`config.mk`:
```
export PLATFORM = sky130hd
export DESIGN_NAME = vn_sqrt_cell
export DESIGN_NICKNAME = d
export VERILOG_FILES = /design/src/design/vn_pkg.sv /design/src/design/vn_sqrt_cell.sv
export SDC_FILE = /design/constraint.sdc
export NUM_CORES = 1
export LEC_CHECK = 0
export BUFFER_PORTS_ARGS = -buffer_cell sky130_fd_sc_hd__clkbuf_2
export CAP_MARGIN = 15
export CELL_PAD_IN_SITES_DETAIL_PLACEMENT = 0
export CELL_PAD_IN_SITES_GLOBAL_PLACEMENT = 1
export CORE_AREA = 3 3 181 183
export CTS_CLUSTER_DIAMETER = 200
export DETAILED_ROUTE_END_ITERATION = 8
export DIE_AREA = 0 0 184 186
export PLACE_DENSITY_LB_ADDON = 0.2
export SLEW_MARGIN = 20
export SYNTH_ARGS = -nofsm -noshare
export SYNTH_HDL_FRONTEND = slang
export SYNTH_SLANG_ARGS = --single-unit
```
`constraint.sdc`:
```
create_clock -name clk -period 2.03 [get_ports clk]
set_input_delay 0.406 -clock clk [delete_from_list [all_inputs] [get_ports clk]]
set_output_delay 0.406 -clock clk [all_outputs]
set_load 0.02 [all_outputs]
```
`src/design/vn_pkg.sv`:
```
// Shared types and constants for the vector normalization pipeline.
`default_nettype none
package vn_pkg;

    localparam int SQRT_STEPS = 32;
    localparam int DIV_STEPS  = 31;

    typedef struct packed {
        logic signed [31:0] vec_x;
        logic signed [31:0] vec_y;
        logic signed [31:0] vec_z;
    } in_t;

    typedef struct packed {
        logic signed [31:0] unit_x;
        logic signed [31:0] unit_y;
        logic signed [31:0] unit_z;
        logic        [31:0] length;
        logic               zero_length;
    } out_t;

    typedef struct packed {
        logic [2:0]  sign;
        logic [31:0] mag_x;
        logic [31:0] mag_y;
        logic [31:0] mag_z;
        logic [33:0] rem;
        logic [31:0] root;
        logic [63:0] rad;
    } sqrt_t;

    typedef struct packed {
        logic [31:0] rem;
        logic [30:0] nq;
    } lane_t;

    typedef struct packed {
        logic [2:0]  sign;
        logic [31:0] len;
        lane_t [2:0] lane;
    } div_t;

endpackage
`default_nettype wire

```
`src/design/vn_sqrt_cell.sv`:
```
// One square root cell: settles one bit of the root per stage.
`default_nettype none
module vn_sqrt_cell (
    input  wire logic          clk,
    input  wire logic          rst_n,
    input  wire logic          en,
    input  wire logic          in_valid,
    input  vn_pkg::sqrt_t      in_data,
    output logic               out_valid,
    output vn_pkg::sqrt_t      out_data
);
    import vn_pkg::*;

    logic        valid_reg;
    sqrt_t       data_reg;
    sqrt_t       data_next;
    logic [35:0] trial_rem;
    logic [35:0] trial_sub;

    always_comb
    begin
        trial_rem = {in_data.rem, in_data.rad[63:62]};
        trial_sub = {2'b00, in_data.root, 2'b01};
        data_next = in_data;
        data_next.rad = {in_data.rad[61:0], 2'b00};
        if (trial_rem >= trial_sub)
        begin
            data_next.rem  = 34'(trial_rem - trial_sub);
            data_next.root = {in_data.root[30:0], 1'b1};
        end
        else
        begin
            data_next.rem  = trial_rem[33:0];
            data_next.root = {in_data.root[30:0], 1'b0};
        end
    end

    always_ff @(posedge clk or negedge rst_n)
    begin
        if (!rst_n)
            valid_reg <= 1'b0;
        else if (en)
            valid_reg <= in_valid;
    end

    always_ff @(posedge clk)
    begin
        if (en)
            data_reg <= data_next;
    end

    assign out_valid = valid_reg;
    assign out_data  = data_reg;
endmodule
`default_nettype wire

```
==> results of run 1 <==
worst min path at each step:
stage,end,depth (start not counted),startpoint
6_report,out_data[56],1,in_data[54]
5_1_grt,out_data[2],1,in_data[0]
4_1_cts,out_data[171],1,in_data[171]
3_5_place_dp,out_valid,1,rst_n
3_3_place_gp,out_valid,1,rst_n
2_1_floorplan,out_valid,0,rst_n
Yosys cell counts, drive strengths merged, types with 4 or more instances:
| master | n |
|---|---|
| and2 | 5 |
| a21o | 20 |
| a21oi | 28 |
| nor3 | 10 |
| clkbuf | 7 |
| o31ai | 5 |
| nand2 | 58 |
| mux2i | 4 |
| and3 | 5 |
| a31oi | 5 |
| o21ai | 46 |
| edfxtp | 227 |
| buf | 9 |
| ha | 34 |
| xnor2 | 14 |
| nand4 | 7 |
| nor2 | 18 |
| nand3 | 6 |
| xor2 | 13 |
| nand2b | 5 |
| inv | 42 |
sequential cells by signal (all words and copies together), names as in the netlist:
| register | count |
|---|---|
| out_valid | 1 |
| out_data | 227 |
kinds of logic (layout without fill, tap and decap cells):
group | after synthesis | in the layout | share of synthesized area (%)
flip-flops | 228 | 228 | 73.4
AO/OA/AOI/OAI | 133 | 134 | 10.0
AND/OR/NAND/NOR | 120 | 120 | 6.01
buffers and inverters | 59 | 714 | 2.76
adder cells (fa/ha/maj) | 34 | 34 | 4.56
XOR/XNOR | 27 | 27 | 2.54
multiplexers | 6 | 6 | 0.711
other | 1 | 3 | 0.0402
cells in the final DEF (no fill, tap or decap), types with 19 or more instances in the layout:
cell type and count:
ha_4 19, clkbuf_16 28, nand2_1 37, o21ai_2 21, buf_4 143, inv_1 31
edfxtp_1 227, a21o_1 19, a21oi_1 19, clkbuf_2 448
report_power, final:
part / switching (W) / internal (W) / leakage, nW
Sequential: 0.000117 / 0.00569 / 2.23
Combinational: 0.00166 / 0.00128 / 4.15
Clock: 0.00186 / 0.00281 / 0.418
layer usage:
layer / track usage, % / up-vias / routed length [µm] / part of all wire [%]
li1: - / 3583 / - / -
met1: 19.7 / 3526 / 11800 / 36
met2: 32.6 / 269 / 17100 / 52
met3: 6.06 / 57 / 2910 / 8.9
met4: 5.26 / 8 / 971 / 3.0
met5: 0 / - / 66 / 0.20
metrics by stage:
stage / setup WS, ns / hold slack (ns) / total power, W
after floorplan: -0.458 / 0.110 / 0.00727
after global placement: -0.833 / 0.207 / 0.00854
after detailed placement: -0.826 / 0.207 / 0.00856
after CTS: -0.244 / 0.0222 / 0.0135
after global routing: -0.308 / 0.0193 / 0.0141
final: -0.242 / 0.0559 / 0.0134
layout make-up:
cell class / instances / share of cell area [%]
Sequential cell: 228 / 45.1
Timing Repair Buffer: 625 / 25.7
Multi-Input combinational cell: 323 / 19.1
Clock buffer: 32 / 4.57
Tap cell: 402 / 3.31
Inverter: 43 / 1.26
Clock inverter: 14 / 1.03
Antenna cell: 1 / 0.0165
what timing repair did:
item | 4_1_cts | 5_1_grt
gates resized for setup | 75 | 61
endpoints found under the setup margin | 35 | 35
buffers inserted | 12 | 13
pin swaps | 25 | 37
hold buffers | 1 | 0
hold endpoints to repair | 1 | 0
gates cloned | 7 | 1
==> impl_metrics.toml, run 1 <==
[placement]
routabilityCongestion = 0.813
hpwl_um = 25800
dp.cells = 1590
io_buffers = 460
placed_area_um2 = 13500

[synth]
synth_cell_types = 64
netlist_instances = 608
netlist_area_um2 = 9320
synth_warnings = 0
synth-main-ff-cell = "edfxtp_1"
synth_top_area_share_pct = 73.1
synth_area_leaders = "edfxtp_1 73%, ha_1 4.6%, nand2_1 2.3%"
synth_edf_count = 227
postSynth.asyncResetShare_pct = 0.439
syn_avg_cell_area_um2 = 15.3
synth_seq_cells = 228
ys_seq_area_share_pct = 73.4
yosys.area.top_type = "edfxtp_1"

[worst_setup_path]
reg2reg_depth = 1
crit_slowest_cell = "a211oi_2"
cp.depth = 13
cp_top_family = "compound AO/OA/AOI/OAI gates"
endpoint_kind = "flip-flop"
crit_type = "in2reg"
worst-path-max-fanout = 6
crit_path_end = "out_data[123]"
crit_start = "in_data[69]"
start_kind = "input port"
worst_path_largest_cell_delay_ns = 0.32
r2r_end = "out_valid"
path_buf_inv = 5
cp.required_ns = 2.30
crit_arrival_ns = 2.54
crit_chain = "buf_8 > inv_4 > ha_4 > buf_4 > a21oi_2 > nor2_2 > o41ai_2 > o211ai_1 > a211oi_2 > o21a_4 > buf_12 > clkinv_8 > mux2_4"
reg2reg_from = "out_valid"
ff2ff_setup_slack_ns = 1.29

[cells_and_area]
stdcell_area_um2 = 15200
layoutNonFillerInstCount = 1668
final_net_count = 1515
fillers = 2933
regArea_um2 = 6840
areaGrowthSynthToFinish_pct = 62.9
fin_util_pct = 48.4
multiInputGateArea_um2 = 2900
drive_gt1_share_pct = 62.5

[flow_run]
drv_cap = 0

[floorplanning]
initial_core_util_pct = 29.7
core_region_area_um2 = 31400
dieArea_um2 = 34200
pin_count = 463
dieHeight_um = 186
die_w_um = 184
rows = 65

[detailed_routing]
vias = 7443
finalWirelength_um = 32800
remaining_drc_errors = 0
via_per_inst = 4.46
dr.first_iter.drc_count = 318
wire_per_inst_um = 19.7
antenna_left = 0
drtPass1Iterations = 4

[clocking]
path_clk_slew_ns = 0.06
clockBufferDepth = 3
clock_latency_ns = 0.51
cts_tree = "yes"
cts_buffers = 27
clock-sinks = 228
clockRootBuffer = "clkbuf_16"
htree_levels = 1

[global_routing]
grt_usage_pct = 17.9
grt_pass1_wl_um = 45800
antenna_found_initial = 5
grt_max_degree = 49
overflow = 0
first_global_vias = 7535

[sta]
finClkSkew_ns = 0
fin_crit_sh_pct = 112
period_minus_slack_ns = 2.27
fmax_mhz = 440
tightest_slew_ns = 0.570
setup_slack_ns = -0.242
relSlewSlack_pct = 61.7
finalHoldViolations = 0
setup_tns_ns = -5.43
finalMaxSlewViolations = 0
rsz0062_at_grt = "true"
setup_viol = 35

[status]
outcome = "complete, but fails checks"
violations = "setup timing"

[power]
leakagePower_nw = 6.81
p_per_area_nw_per_um2 = 884
ir_drop_uv = 716

[min_path]
hold_path_class = "in2reg"
Power figures use the tool's default switching activity.
==> run 2, diff against run 1 <==
Settings changed: CORE_AREA 3 3 181 183 to 10 10 173 175, CTS_BUF_LIST set to sky130_fd_sc_hd__clkbuf_4 sky130_fd_sc_hd__clkbuf_8 sky130_fd_sc_hd__clkbuf_16, DIE_AREA 0 0 184 186 to 0 0 183 185.
==> run 2 against run 1 <==
The run still ends with setup timing left. Global-route usage grew 1.4 points. Utilization increased by 7.4 points. Maximum frequency increased by 4.0%. Final cell count shrank 4.4%. Via count up 0.48%. Highest routed layer unchanged.
==> impl_metrics.toml, run 2 (synthesized netlist as in run 1, its figures left out) <==
[status]
outcome = "complete, but fails checks"
violations = "setup timing"

[cells_and_area]
largest_reg_flops = 227
fillers = 2295
fin_util_pct = 55.8
mostFrequentLayoutCells = "448 x clkbuf_2, 227 x edfxtp_1, 137 x buf_4"
areaGrowthSynthToFinish_pct = 59.0
final_common_cell = "clkbuf_2"
final_net_count = 1500
drive_gt1_share_pct = 62.2

[worst_setup_path]
crit_arrival_ns = 2.45
path_buf_inv = 2
crit_chain = "buf_8 > ha_4 > a21o_4 > a221oi_2 > o31a_1 > o221ai_2 > a211oi_2 > o21a_4 > clkinv_4 > mux2_4"
worst-path-max-fanout = 7
worst_path_largest_cell_delay_ns = 0.29
cp.required_ns = 2.30
crit_slowest_cell = "mux2_4"
start_kind = "input port"
endpoint_kind = "flip-flop"
cp_top_family = "compound AO/OA/AOI/OAI gates"
crit_type = "in2reg"

[sta]
relSlewSlack_pct = 60.3
hold_ws_ns = 0.0534
setup_viol = 34
fin_crit_sh_pct = 108
setup_slack_ns = -0.154
fmax_mhz = 458
period_minus_slack_ns = 2.18
finClkSkew_ns = 0
tightest_slew_ns = 0.592
finalHoldViolations = 0
finalMaxSlewViolations = 0
rsz0062_at_grt = "true"

[clocking]
cts_tree = "yes"
clock-sinks = 228
clockBufferDepth = 3
clock_latency_ns = 0.52
htree_levels = 1
path_clk_slew_ns = 0.06
cts_buffers = 26
clockRootBuffer = "clkbuf_16"

[detailed_routing]
remaining_drc_errors = 0
dr.first_iter.drc_count = 421
drtPass1Iterations = 5
highest_layer = "met5"
via_per_inst = 4.69
met1_length_um = 12100
wl_met3_um = 3410
wire_per_inst_um = 21.8
vias = 7479
wl_met2_um = 18300
antenna_left = 0
finalWirelength_um = 34800

[floorplanning]
core_region_area_um2 = 26600
die_w_um = 183
rows = 60
dieHeight_um = 185
pin_count = 463
initial_core_util_pct = 35.1
dieArea_um2 = 33900

[placement]
place_ws_ns = -0.823
hpwl_um = 28400
routabilityCongestion = 0.879
io_buffers = 460

[global_routing]
grt_pass1_wl_um = 48900
overflow = 0
antenna_found_initial = 7
first_global_vias = 7673
grt_usage_pct = 19.3
grt_max_degree = 45

[flow_run]
drv_cap = 0

[power]
ir_drop_uv = 806
leakagePower_nw = 6.64
p_per_area_nw_per_um2 = 896

[min_path]
hold_path_class = "in2reg"
-- run 2: cell count changes in the layout (fill, tap and decap cells not counted), sizes merged --
cell / delta
diode: +1
bufinv: -1
clkbuf: -2
inv: -1
clkinvlp: +1
buf: -10
-- run 2: final timing paths --
path,start,to,slack [ns],cells after the start
max in group asynchronous,rst_n,out_valid,1.74,2
max,in_data[111],out_data[123],-0.15,10
min,in_data[68],out_data[69],0.05,1
min in group asynchronous,rst_n,out_valid,0.20,2
max reg2reg,out_valid,out_valid,1.25,1
min reg2reg,out_valid,out_valid,0.56,1
-- run 2: through the flow --
step,setup TNS [ns],power [W],cell area [µm²],std cells
final,-2.96,0.0133,14800,1595
after global routing,-5.30,0.0139,14800,1593
after CTS,-1.85,0.0133,14500,1584
after detailed placement,-25.03,0.00860,13400,1520
after global placement,-23.26,0.00856,13400,1520
after floorplan,-10.51,0.00727,9770,609
-- run 2: per-layer routing --
layer,global-route usage [%],vias to the layer above
li1,-,3548
met1,20.0,3559
met2,35.2,302
met3,7.70,60
met4,5.38,10
met5,0,-
-- run 2: timing repair --
action / 4_1_cts / 5_1_grt
hold endpoints to repair: 1 / 0
hold buffers: 1 / 0
buffers inserted: 13 / 11
pin swaps: 28 / 51
gates cloned: 3 / 1
gates resized for setup: 47 / 75
endpoints found under the setup margin: 34 / 34
-- run 2: cell type report --
type | count | area, µm² | share of cell area [%]
multi-input combinational | 323 | 2870 | 19.3
tap | 341 | 427 | 2.88
sequential | 228 | 6840 | 46.1
timing repair buffer | 611 | 3650 | 24.6
clock inverter | 13 | 115 | 0.776
inverter | 43 | 189 | 1.27
clock buffer | 34 | 728 | 4.91
antenna | 2 | 5.00 | 0.0337
-- run 2: power breakdown --
part / internal, W / switching, W
sequential: 0.00569 / 0.000115
combinational: 0.00123 / 0.00167
clock: 0.00277 / 0.00182
total: 0.00969 / 0.00360
