==> src/design/vn_pkg.sv <==
// Shared types and constants for the vector normalization pipeline.
`default_nettype none
package vn_pkg;

    localparam int SQRT_STEPS = 32;
    localparam int DIV_STEPS  = 31;

    typedef struct packed {
        logic signed [31:0] vec_x;
        logic signed [31:0] vec_y;
        logic signed [31:0] vec_z;
    } in_t;

    typedef struct packed {
        logic signed [31:0] unit_x;
        logic signed [31:0] unit_y;
        logic signed [31:0] unit_z;
        logic        [31:0] length;
        logic               zero_length;
    } out_t;

    typedef struct packed {
        logic [2:0]  sign;
        logic [31:0] mag_x;
        logic [31:0] mag_y;
        logic [31:0] mag_z;
        logic [33:0] rem;
        logic [31:0] root;
        logic [63:0] rad;
    } sqrt_t;

    typedef struct packed {
        logic [31:0] rem;
        logic [30:0] nq;
    } lane_t;

    typedef struct packed {
        logic [2:0]  sign;
        logic [31:0] len;
        lane_t [2:0] lane;
    } div_t;

endpackage
`default_nettype wire

==> src/design/vn_div_cell.sv <==
// One divider cell: one quotient bit for each of the three lanes.
`default_nettype none
module vn_div_cell (
    input  wire logic          clk,
    input  wire logic          rst_n,
    input  wire logic          en,
    input  wire logic          in_valid,
    input  vn_pkg::div_t       in_data,
    output logic               out_valid,
    output vn_pkg::div_t       out_data
);
    import vn_pkg::*;

    logic        valid_reg;
    div_t        data_reg;
    div_t        data_next;
    logic [32:0] shifted [3];

    always_comb
    begin
        data_next = in_data;
        for (int i = 0; i < 3; i++)
        begin
            shifted[i] = {in_data.lane[i].rem, in_data.lane[i].nq[30]};
            if (shifted[i] >= {1'b0, in_data.len})
            begin
                data_next.lane[i].rem = 32'(shifted[i] - {1'b0, in_data.len});
                data_next.lane[i].nq  = {in_data.lane[i].nq[29:0], 1'b1};
            end
            else
            begin
                data_next.lane[i].rem = shifted[i][31:0];
                data_next.lane[i].nq  = {in_data.lane[i].nq[29:0], 1'b0};
            end
        end
    end

    always_ff @(posedge clk or negedge rst_n)
    begin
        if (!rst_n)
            valid_reg <= 1'b0;
        else if (en)
            valid_reg <= in_valid;
    end

    always_ff @(posedge clk)
    begin
        if (en)
            data_reg <= data_next;
    end

    assign out_valid = valid_reg;
    assign out_data  = data_reg;
endmodule
`default_nettype wire

==> config.mk <==
export PLATFORM = sky130hd
export DESIGN_NAME = vn_div_cell
export DESIGN_NICKNAME = d
export VERILOG_FILES = /design/src/design/vn_pkg.sv /design/src/design/vn_div_cell.sv
export SDC_FILE = /design/constraint.sdc
export NUM_CORES = 1
export LEC_CHECK = 0
export BUFFER_PORTS_ARGS = -buffer_cell sky130_fd_sc_hd__buf_2
export CAP_MARGIN = 20
export CELL_PAD_IN_SITES_DETAIL_PLACEMENT = 0
export CELL_PAD_IN_SITES_GLOBAL_PLACEMENT = 2
export CORE_ASPECT_RATIO = 0.6
export CORE_MARGIN = 2
export CORE_UTILIZATION = 25
export CTS_BUF_LIST = sky130_fd_sc_hd__clkbuf_8
export CTS_CLUSTER_SIZE = 40
export DETAILED_ROUTE_END_ITERATION = 8
export PLACE_DENSITY = 0.66
export SLEW_MARGIN = 0
export SYNTH_ARGS = -nofsm -noshare
export SYNTH_HDL_FRONTEND = slang
export SYNTH_SLANG_ARGS = --single-unit
export TNS_END_PERCENT = 5
==> constraint.sdc <==
create_clock -name clk -period 1.6 [get_ports clk]
set_input_delay 0.24 -clock clk [delete_from_list [all_inputs] [get_ports clk]]
set_output_delay 0.24 -clock clk [all_outputs]
set_load 0.005 [all_outputs]
==> results.sh, run 1 <==
export IMPL_status="finished, violations left"
export IMPL_violations="setup timing"
export IMPL_synth_distinct_cells=68
export IMPL_syn_area_um2=13100
export IMPL_worstSetupPathType="input port to register"
export IMPL_initialDrtViolationCount=653
export IMPL_row_count=64
export IMPL_fp_dieW_um=299
export IMPL_rsz0062_at_grt="true"
export IMPL_crit_path_start_kind="input port"
export IMPL_layout_cells_non_filler=2982
export IMPL_core_area_um2=51300
export IMPL_hold_end="out_data[37]$_DFFE_PP_"
export IMPL_ys_flop_type="edfxtp_1"
export IMPL_worst_clock_skew_ns=0
export IMPL_synth_seq_cells=225
export IMPL_period_minus_slack_ns=2.56
export IMPL_setup_violations=99
export IMPL_syn_avg_cell_area_um2=11.2
export IMPL_pin_count=453
export IMPL_netlist_top_cells_count="edfxtp_1 (224), nand2_1 (126), o21ai_0 (118)"
export IMPL_min_delay_start="in_data[36]"
export IMPL_worstPathMaxFanout=4
export IMPL_numCtsBuffers=41
export IMPL_hold_depth=2
export IMPL_ys_seq_area_frac=0.516
export IMPL_ys_warn_count=0
export IMPL_vdd_drop_max_mv=0.506
export IMPL_finalCritPeriodShare=1.60
export IMPL_reg2reg_slack_ns=0.29
export IMPL_async_flop_share=0.00444
export IMPL_r2r_start="out_valid$_DFFE_PN0P_"
export IMPL_grt_pass1_wl_um=80300
export IMPL_grt_pass1_vias=13700
export IMPL_dieArea_um2=54200
export IMPL_drc=0
export IMPL_layout_drive_gt1_share=0.477
export IMPL_fmax_ghz=0.390
export IMPL_arrival_ns=2.89
export IMPL_place_inst=2670
export IMPL_reg2regPathDepth=2
export IMPL_port_buffers=452
export IMPL_place_hpwl_um=41800
export IMPL_cp_end_kind="register"
export IMPL_grt_max_degree=41
export IMPL_synth_top_area_cell="edfxtp_1"
export IMPL_wl_per_cell_um=18.1
export IMPL_synth_edf_count=224
export IMPL_yosys_top_cells_area="edfxtp_1 (51%), ha_1 (9.2%), o21ai_0 (4.5%)"
export IMPL_worst_hold_slack_ns=0.0373
export IMPL_synth_most_common_cell="edfxtp_1"
export IMPL_slew_violations=0
export IMPL_nNetsFinal=2581
export IMPL_gr_usage_all_layers=0.194
export IMPL_fillers=4898
export IMPL_path_clk_slew_ns=0.06
export IMPL_area_delta_synth_final_pct=79.3
export IMPL_syn_inst=1172
export IMPL_first_pass_iters=5
export IMPL_mappedNetlistNets=1499
export IMPL_antenna_found_initial=7
export IMPL_tightest_slew_ns=0.436
export IMPL_clock_path_buffers=3
export IMPL_dr_total_vias=13300
export IMPL_worstSkewPairLatency_ns=0.58
export IMPL_fp_dieH_um=181
export IMPL_clock_sinks=225
export IMPL_wl_um=53900
export IMPL_routed_via_density=4.45
export IMPL_maxCapViolCount=0
export IMPL_cts_root_buffer="clkbuf_8"
export IMPL_rr_endpoint="out_valid$_DFFE_PN0P_"
export IMPL_grt_ovfl_total=0
export IMPL_p_leak_nw=10.6
export IMPL_powerDensity_nw_per_um2=852
export IMPL_cts_tree="built"
export IMPL_worstPathRequired_ns=1.93
export IMPL_start_util=0.255
export IMPL_ant_nets=0
export IMPL_synth_top_area_share=0.514
export IMPL_slew_headroom=0.709
export IMPL_final_util=0.457
export IMPL_htreeDepth=2
export IMPL_holdCritPathClass="input port to register"
export IMPL_setup_ws_ns=-0.962
export IMPL_hold_viol_final=0
export IMPL_gp_congestion=0.858
[worst max-delay path: stages]
cell	delay (ns)
buf_2	0.22
ha_1	0.25
fa_1	0.22
nor2b_1	0.06
o31a_1	0.25
o31a_1	0.29
o211a_1	0.23
o211ai_1	0.19
buf_4	0.16
a211oi_2	0.08
nor4_1	0.30
a311oi_1	0.11
mux2_4	0.28
[layout by cell type, fill, tap and decap left out, types with 6 or more instances in the layout]
master,netlist,routed
a211oi_2,0,6
a21o_1,46,46
a21oi_1,79,67
a21oi_2,1,12
a31oi_1,20,16
and3_1,14,11
buf_12,0,24
buf_2,12,445
buf_4,1,391
buf_6,3,13
clkbuf_8,0,41
clkinv_1,0,6
clkinvlp_4,0,9
diode_2,0,7
dlygate4sd3_1,0,204
edfxtp_1,224,224
ha_1,96,68
ha_4,0,26
inv_1,54,51
mux2_4,0,28
nand2_1,126,122
nand2b_1,12,11
nand3_1,23,21
nand4_1,15,15
nor2_1,41,41
nor2b_1,11,10
nor3_1,10,9
o211ai_1,6,6
o21a_1,6,6
o21ai_0,118,70
o21ai_1,2,36
o21ai_2,1,12
o21bai_1,11,11
xnor2_1,47,46
xor2_1,34,34
[where the power goes]
| part | switching [mW] | leakage (nW) | internal, mW |
|---|---|---|---|
| Clock | 2.73 | 0.451 | 3.07 |
| Combinational | 3.09 | 7.92 | 3.56 |
| Sequential | 0.187 | 2.20 | 7.34 |
[final cells by class]
type | count | area [um^2] | share of cell area
clock buffers | 41 | 564 | 0.0241
repair buffers | 1083 | 7950 | 0.339
well taps | 693 | 867 | 0.0370
inverters | 54 | 241 | 0.0103
multi-input cells | 849 | 6810 | 0.290
clock inverters | 30 | 256 | 0.0109
diodes | 7 | 17.5 | 0.000747
flip-flops and latches | 225 | 6750 | 0.288
[state kept, by name, summed over array words and instances (netlist names)]
signal and flops:
out_data 224, out_valid 1
[how the worst max path moves through the flow]
stage          depth (start not counted)                      end  slack [ns]          from
3_5_place_dp                          12  out_data[115]$_DFFE_PP_       -1.72  in_data[197]
2_1_floorplan                         12   out_data[35]$_DFFE_PP_       -1.20  in_data[190]
5_1_grt                               14   out_data[59]$_DFFE_PP_       -1.03   in_data[30]
4_1_cts                               17   out_data[41]$_DFFE_PP_       -0.89  in_data[201]
6_report                              13   out_data[59]$_DFFE_PP_       -0.96  in_data[189]
3_3_place_gp                          13   out_data[62]$_DFFE_PP_       -1.72  in_data[196]
[logic make-up (layout without fill, tap and decap cells)]
| logic type | after synthesis | after routing | synth area share |
|---|---|---|---|
| xor gates and xnor gates | 81 | 81 | 0.0542 |
| and+or+nand+nor | 281 | 281 | 0.101 |
| other | 0 | 7 | 0 |
| buffers and inverters | 98 | 1208 | 0.0313 |
| DFF | 225 | 225 | 0.516 |
| adders and majority gates | 99 | 99 | 0.0964 |
| muxes | 33 | 33 | 0.0280 |
| AOI/OAI and AO/OA | 355 | 355 | 0.173 |
[layer usage]
metal	vias to the layer above	part of all wire	global-route usage
met5	-	0	0
met4	0	0.022	0.0456
met3	69	0.049	0.0362
met2	321	0.45	0.305
met1	6275	0.48	0.273
li1	6608	-	-
[repair_timing]
action | CTS | global route
endpoints found under the hold margin | 207 | 0
setup endpoints to repair | 99 | 99
gates cloned | 2 | 0
hold buffers | 204 | 0
pin swaps | 24 | 24
resized for setup | 100 | 112
buffers inserted | 19 | 10
[per-stage QoR]
| step | setup WS, ns | instance area (um^2) | setup TNS, ns | power [mW] |
|---|---|---|---|---|
| 2_1_floorplan | -1.20 | 13300 | -111.00 | 10.1 |
| 3_3_place_gp | -1.72 | 19400 | -154.26 | 13.2 |
| 3_5_place_dp | -1.72 | 19400 | -159.11 | 13.3 |
| 4_1_cts | -0.892 | 23000 | -78.75 | 20.0 |
| 5_1_grt | -1.03 | 23400 | -86.84 | 21.2 |
| 6_report | -0.962 | 23500 | -81.33 | 20.0 |
Power figures use the tool's default switching activity.
==> run 2, diff against run 1 <==
SETUP_SLACK_MARGIN = 0.05   (was unset)
==> run 2 against run 1 <==
  * The run still ends with setup timing left
  * Die area did not move
  * Largest cell class unchanged
  * Critical path type unchanged
  * Final cell count up 0.44%
  * Via count grew 1.7%
  * Global-route usage stayed put
  * Clock-buffer cell count did not move
==> results.sh, run 2 (same netlist as run 1, synthesis figures left out) <==
export IMPL_status="finished, violations left"
export IMPL_violations="setup timing"
export IMPL_dr_total_vias=13500
export IMPL_slew_violations=0
export IMPL_grt_ovfl_total=0
export IMPL_core_area_um2=51300
export IMPL_p_leak_nw=10.7
export IMPL_htreeDepth=2
export IMPL_layout_commonest_cell="buf_2"
export IMPL_final_util=0.467
export IMPL_antenna_found_initial=7
export IMPL_power_mw=20.3
export IMPL_grt_pass1_wl_um=80300
export IMPL_path_clk_slew_ns=0.06
export IMPL_nNetsFinal=2596
export IMPL_worstSetupPathType="input port to register"
export IMPL_pin_count=453
export IMPL_setup_tns_final_ns=-83.02
export IMPL_worstPathMaxFanout=10
export IMPL_place_hpwl_um=41800
export IMPL_maxCapViolCount=0
export IMPL_crit_path_start_kind="input port"
export IMPL_layout_cells_non_filler=2995
export IMPL_area_delta_synth_final_pct=83.2
export IMPL_largest_reg_flops=224
export IMPL_finalCritPeriodShare=1.63
export IMPL_vdd_drop_max_mv=0.505
export IMPL_first_pass_iters=5
export IMPL_port_buffers=452
export IMPL_cts_root_buffer="clkbuf_8"
export IMPL_wl_per_cell_um=18.5
export IMPL_tightest_slew_ns=0.474
export IMPL_holdCritPathClass="input port to register"
export IMPL_numCtsBuffers=41
export IMPL_worstPathRequired_ns=1.93
export IMPL_arrival_ns=2.94
export IMPL_setup_violations=99
export IMPL_layout_drive_gt1_share=0.495
export IMPL_cts_tree="built"
export IMPL_hold_viol_final=0
export IMPL_final_cell_mix="buf_2 (440), buf_4 (394), edfxtp_1 (224), dlygate4sd3_1 (204), nand2_1 (109)"
export IMPL_powerDensity_nw_per_um2=847
export IMPL_period_minus_slack_ns=2.60
export IMPL_fmax_ghz=0.384
export IMPL_slew_headroom=0.683
export IMPL_clock_sinks=225
export IMPL_worst_hold_slack_ns=0.0328
export IMPL_gp_congestion=0.858
export IMPL_worstSkewPairLatency_ns=0.58
export IMPL_drc=0
export IMPL_setup_ws_ns=-1.00
export IMPL_grt_pass1_vias=13700
export IMPL_row_count=64
export IMPL_clock_path_buffers=3
export IMPL_wl_um=55500
export IMPL_ant_nets=0
export IMPL_fp_dieH_um=181
export IMPL_rsz0062_at_grt="true"
export IMPL_cp_end_kind="register"
export IMPL_routed_via_density=4.51
export IMPL_initialDrtViolationCount=630
export IMPL_gr_usage_all_layers=0.194
export IMPL_grt_max_degree=41
export IMPL_dieArea_um2=54200
export IMPL_start_util=0.255
export IMPL_worst_clock_skew_ns=0
export IMPL_fp_dieW_um=299
export IMPL_place_inst=2670
[run 2: stage by stage]
stage          worst slack [ns]  cell area [um^2]
2_1_floorplan             -1.20             13300
3_3_place_gp              -1.72             19400
3_5_place_dp              -1.72             19400
4_1_cts                  -0.892             23000
5_1_grt                   -1.02             24000
6_report                  -1.00             24000
[run 2: area by class of cell]
class / instances / area [um^2]
fill: 4871 / 27400
timing repair buffer: 1097 / 8200
multi-input combinational: 850 / 7060
sequential: 225 / 6750
tap: 693 / 867
clock buffer: 41 / 564
clock inverter: 30 / 256
inverter: 54 / 248
antenna: 5 / 12.5
[run 2: routing by layer]
metal	share of wire	GRT usage	up-vias
met3	0.049	0.0362	75
met1	0.48	0.273	6451
met4	0.022	0.0456	0
met5	0	0	-
met2	0.45	0.305	337
li1	-	-	6636
[run 2: worst paths after layout]
path | from | end | slack (ns) | depth (start not counted)
min in group asynchronous | rst_n | out_valid$_DFFE_PN0P_ | 0.48 | 3
worst min register to register | out_valid$_DFFE_PN0P_ | out_valid$_DFFE_PN0P_ | 1.08 | 2
max in group asynchronous | rst_n | out_valid$_DFFE_PN0P_ | 1.02 | 3
worst max-delay path | in_data[199] | out_data[176]$_DFFE_PP_ | -1.00 | 15
worst min-delay path | in_data[36] | out_data[37]$_DFFE_PP_ | 0.03 | 2
worst max register to register | out_valid$_DFFE_PN0P_ | out_valid$_DFFE_PN0P_ | 0.29 | 2
[run 2: repair_timing]
item                       4_1_cts  5_1_grt
pin swaps                       24       42
setup buffers                   19       18
gates resized for setup        100      175
gates cloned                     2        8
hold buffers                   204        0
hold endpoints to repair       207        0
setup endpoints to repair       99       99
[run 2: power by group]
group          switching (mW)  total (mW)  internal [mW]
Sequential              0.186        7.53           7.34
Clock                    2.73        5.80           3.07
Combinational            3.24        6.97           3.73
[run 2: critical path: stages]
cell and delay [ns]:
buf_8 0.08, clkinvlp_4 0.07, buf_6 0.12, ha_4 0.26, buf_6 0.09, nand4_1 0.14
or4_4 0.56, o32a_1 0.20, and2_4 0.17, o41ai_4 0.30, buf_4 0.20, o21ai_4 0.15
buf_8 0.21, nand2_1 0.08, o31ai_2 0.06
==> run 3, diff against run 2 <==
BUFFER_PORTS_ARGS = -buffer_cell sky130_fd_sc_hd__clkbuf_2   (was -buffer_cell sky130_fd_sc_hd__buf_2)
==> run 3 against run 2 <==
  * The run still ends with setup timing left
  * Sequential cell count stayed put
  * Critical path depth is 1 lower
  * Critical endpoint is now out_data[49]$_DFFE_PP_
  * Global-route usage is 0.56 points lower
  * Clock power is 0.7% higher
  * Largest cell class unchanged
  * Sequential share of layout area is 1.4 points higher
  * Maximum frequency is 2.2% higher
==> results.sh, run 3 (same netlist as run 1, synthesis figures left out) <==
export IMPL_maxCapViolCount=0
export IMPL_vdd_drop_max_mv=0.861
export IMPL_worst_hold_slack_ns=0.0465
export IMPL_worstSetupPathType="input port to register"
export IMPL_clock_sinks=225
export IMPL_arrival_ns=2.87
export IMPL_grt_ovfl_total=0
export IMPL_period_minus_slack_ns=2.55
export IMPL_area_delta_synth_final_pct=74.6
export IMPL_path_clk_slew_ns=0.06
export IMPL_start_util=0.255
export IMPL_crit_path_start_kind="input port"
export IMPL_critPathLaunch="in_data[199]"
export IMPL_reg2reg_slack_ns=0.85
export IMPL_worstSkewPairLatency_ns=0.56
export IMPL_fp_dieW_um=299
export IMPL_pin_count=453
export IMPL_grt_pass1_wl_um=78100
export IMPL_clock_path_buffers=3
export IMPL_tightest_slew_ns=0.459
export IMPL_r2r_start="out_valid$_DFFE_PN0P_"
export IMPL_gr_usage_all_layers=0.188
export IMPL_hold_viol_final=0
export IMPL_rsz0062_at_grt="true"
export IMPL_ant_nets=0
export IMPL_fmax_ghz=0.392
export IMPL_place_hpwl_um=41400
export IMPL_gp_congestion=0.854
export IMPL_layout_drive_gt1_share=0.454
export IMPL_grt_max_degree=54
export IMPL_violations="setup timing"
export IMPL_p_leak_nw=10.5
export IMPL_htreeDepth=2
export IMPL_slew_violations=0
export IMPL_final_cell_mix="clkbuf_2 (445), buf_4 (386), edfxtp_1 (224), dlygate4sd3_1 (203), nand2_1 (125)"
export IMPL_setup_violations=99
export IMPL_port_buffers=452
export IMPL_core_area_um2=51300
export IMPL_status="finished, violations left"
export IMPL_critical_path_max_stage_delay_ns=0.33
export IMPL_initialDrtViolationCount=717
export IMPL_fillers=5009
export IMPL_holdCritPathClass="input port to register"
export IMPL_cp_slowest_cell="mux2_1"
export IMPL_endpoint="out_data[49]$_DFFE_PP_"
export IMPL_fp_dieH_um=181
export IMPL_grt_pass1_vias=13500
export IMPL_cts_tree="built"
export IMPL_cts_root_buffer="clkbuf_8"
export IMPL_slew_headroom=0.690
export IMPL_dr_total_vias=13100
export IMPL_numCtsBuffers=41
export IMPL_path_cells="buf_8, clkinvlp_4, buf_12, ha_4, and3_4, nand3_4, a2111oi_4, o21ai_2, a21oi_4, a21oi_2, o311ai_4, buf_6, buf_12, mux2_1"
export IMPL_first_pass_iters=5
export IMPL_antenna_found_initial=4
export IMPL_worst_clock_skew_ns=0
export IMPL_cp_end_kind="register"
export IMPL_cpMostUsedCell="buf_12"
export IMPL_nNetsFinal=2557
export IMPL_rr_endpoint="out_valid$_DFFE_PN0P_"
export IMPL_layout_commonest_cell="clkbuf_2"
export IMPL_setup_ws_ns=-0.949
export IMPL_reg2regPathDepth=1
export IMPL_final_area_um2=22800
export IMPL_finalCritPeriodShare=1.59
export IMPL_powerDensity_nw_per_um2=863
export IMPL_placed_area_um2=19300
export IMPL_dieArea_um2=54200
export IMPL_wl_per_cell_um=17.9
export IMPL_row_count=64
export IMPL_wl_um=53100
export IMPL_worstPathMaxFanout=16
export IMPL_drc=0
export IMPL_worstPathRequired_ns=1.93
export IMPL_largest_reg_flops=224
export IMPL_routed_via_density=4.44
## run 3: cell count changes in the layout (fill, tap and decap cells not counted), sizes merged
cell | previous run | this run
dlygate4sd3 | 204 | 203
buf | 887 | 407
inv | 58 | 57
clkinvlp | 10 | 8
o21ai | 122 | 121
clkbuf | 47 | 490
bufinv | 4 | 5
clkinv | 12 | 15
## run 3: layer usage
layer	GRT usage	vias to the layer above	routed length (um)	share of wire
li1	-	6551	-	-
met1	0.263	6190	25500	0.48
met2	0.297	300	24000	0.45
met3	0.0376	74	2460	0.046
met4	0.0448	0	1100	0.021
met5	0	-	0	0
## run 3: worst min path at each step
| stage | from | endpoint | cells past startpoint |
|---|---|---|---|
| final | in_data[32] | out_data[33]$_DFFE_PP_ | 2 |
| after global routing | in_data[43] | out_data[44]$_DFFE_PP_ | 2 |
| after CTS | in_data[32] | out_data[33]$_DFFE_PP_ | 2 |
| after detailed placement | rst_n | out_valid$_DFFE_PN0P_ | 1 |
| after global placement | rst_n | out_valid$_DFFE_PN0P_ | 1 |
| after floorplan | rst_n | out_valid$_DFFE_PN0P_ | 0 |
## run 3: area by class of cell
class | instances | area, um^2 | area share
timing repair buffer | 1059 | 7590 | 0.332
sequential | 225 | 6750 | 0.296
multi-input combinational | 849 | 6550 | 0.287
tap | 693 | 867 | 0.0380
clock buffer | 41 | 564 | 0.0247
clock inverter | 31 | 263 | 0.0115
inverter | 54 | 238 | 0.0104
antenna | 5 | 12.5 | 0.000548
## run 3: timing repair
action	CTS	global route
pin swaps	16	9
buffers inserted	3	10
endpoints found under the setup margin	99	99
hold buffers	203	0
gates cloned	0	1
gates resized for setup	82	53
hold endpoints to repair	211	0
## run 3: through the flow
step	setup slack, ns	TNS [ns]	util	power [mW]	cells
after floorplan	-1.20	-111.00	-	10.1	1172
after global placement	-1.71	-153.24	0.376	13.2	2663
after detailed placement	-1.73	-157.60	0.376	13.3	2663
after CTS	-0.914	-79.48	0.438	19.8	2941
after global routing	-1.05	-94.16	0.445	20.9	2954
final	-0.949	-85.62	0.445	19.7	2957
## run 3: worst max-delay path, delay by kind of cell
| kind | cells | cell delay [ns] |
|---|---|---|
| AO/OA/AOI/OAI | 5 | 0.98 |
| adder cells (fa/ha/maj) | 1 | 0.27 |
| buffers and inverters | 5 | 0.75 |
| multiplexers | 1 | 0.33 |
| AND/OR/NAND/NOR | 2 | 0.29 |
## run 3: report_power, final
part	internal [mW]	leakage, nW	switching [mW]
registers	7.35	2.20	0.215
logic	3.35	7.81	2.97
clock network	3.20	0.451	2.64
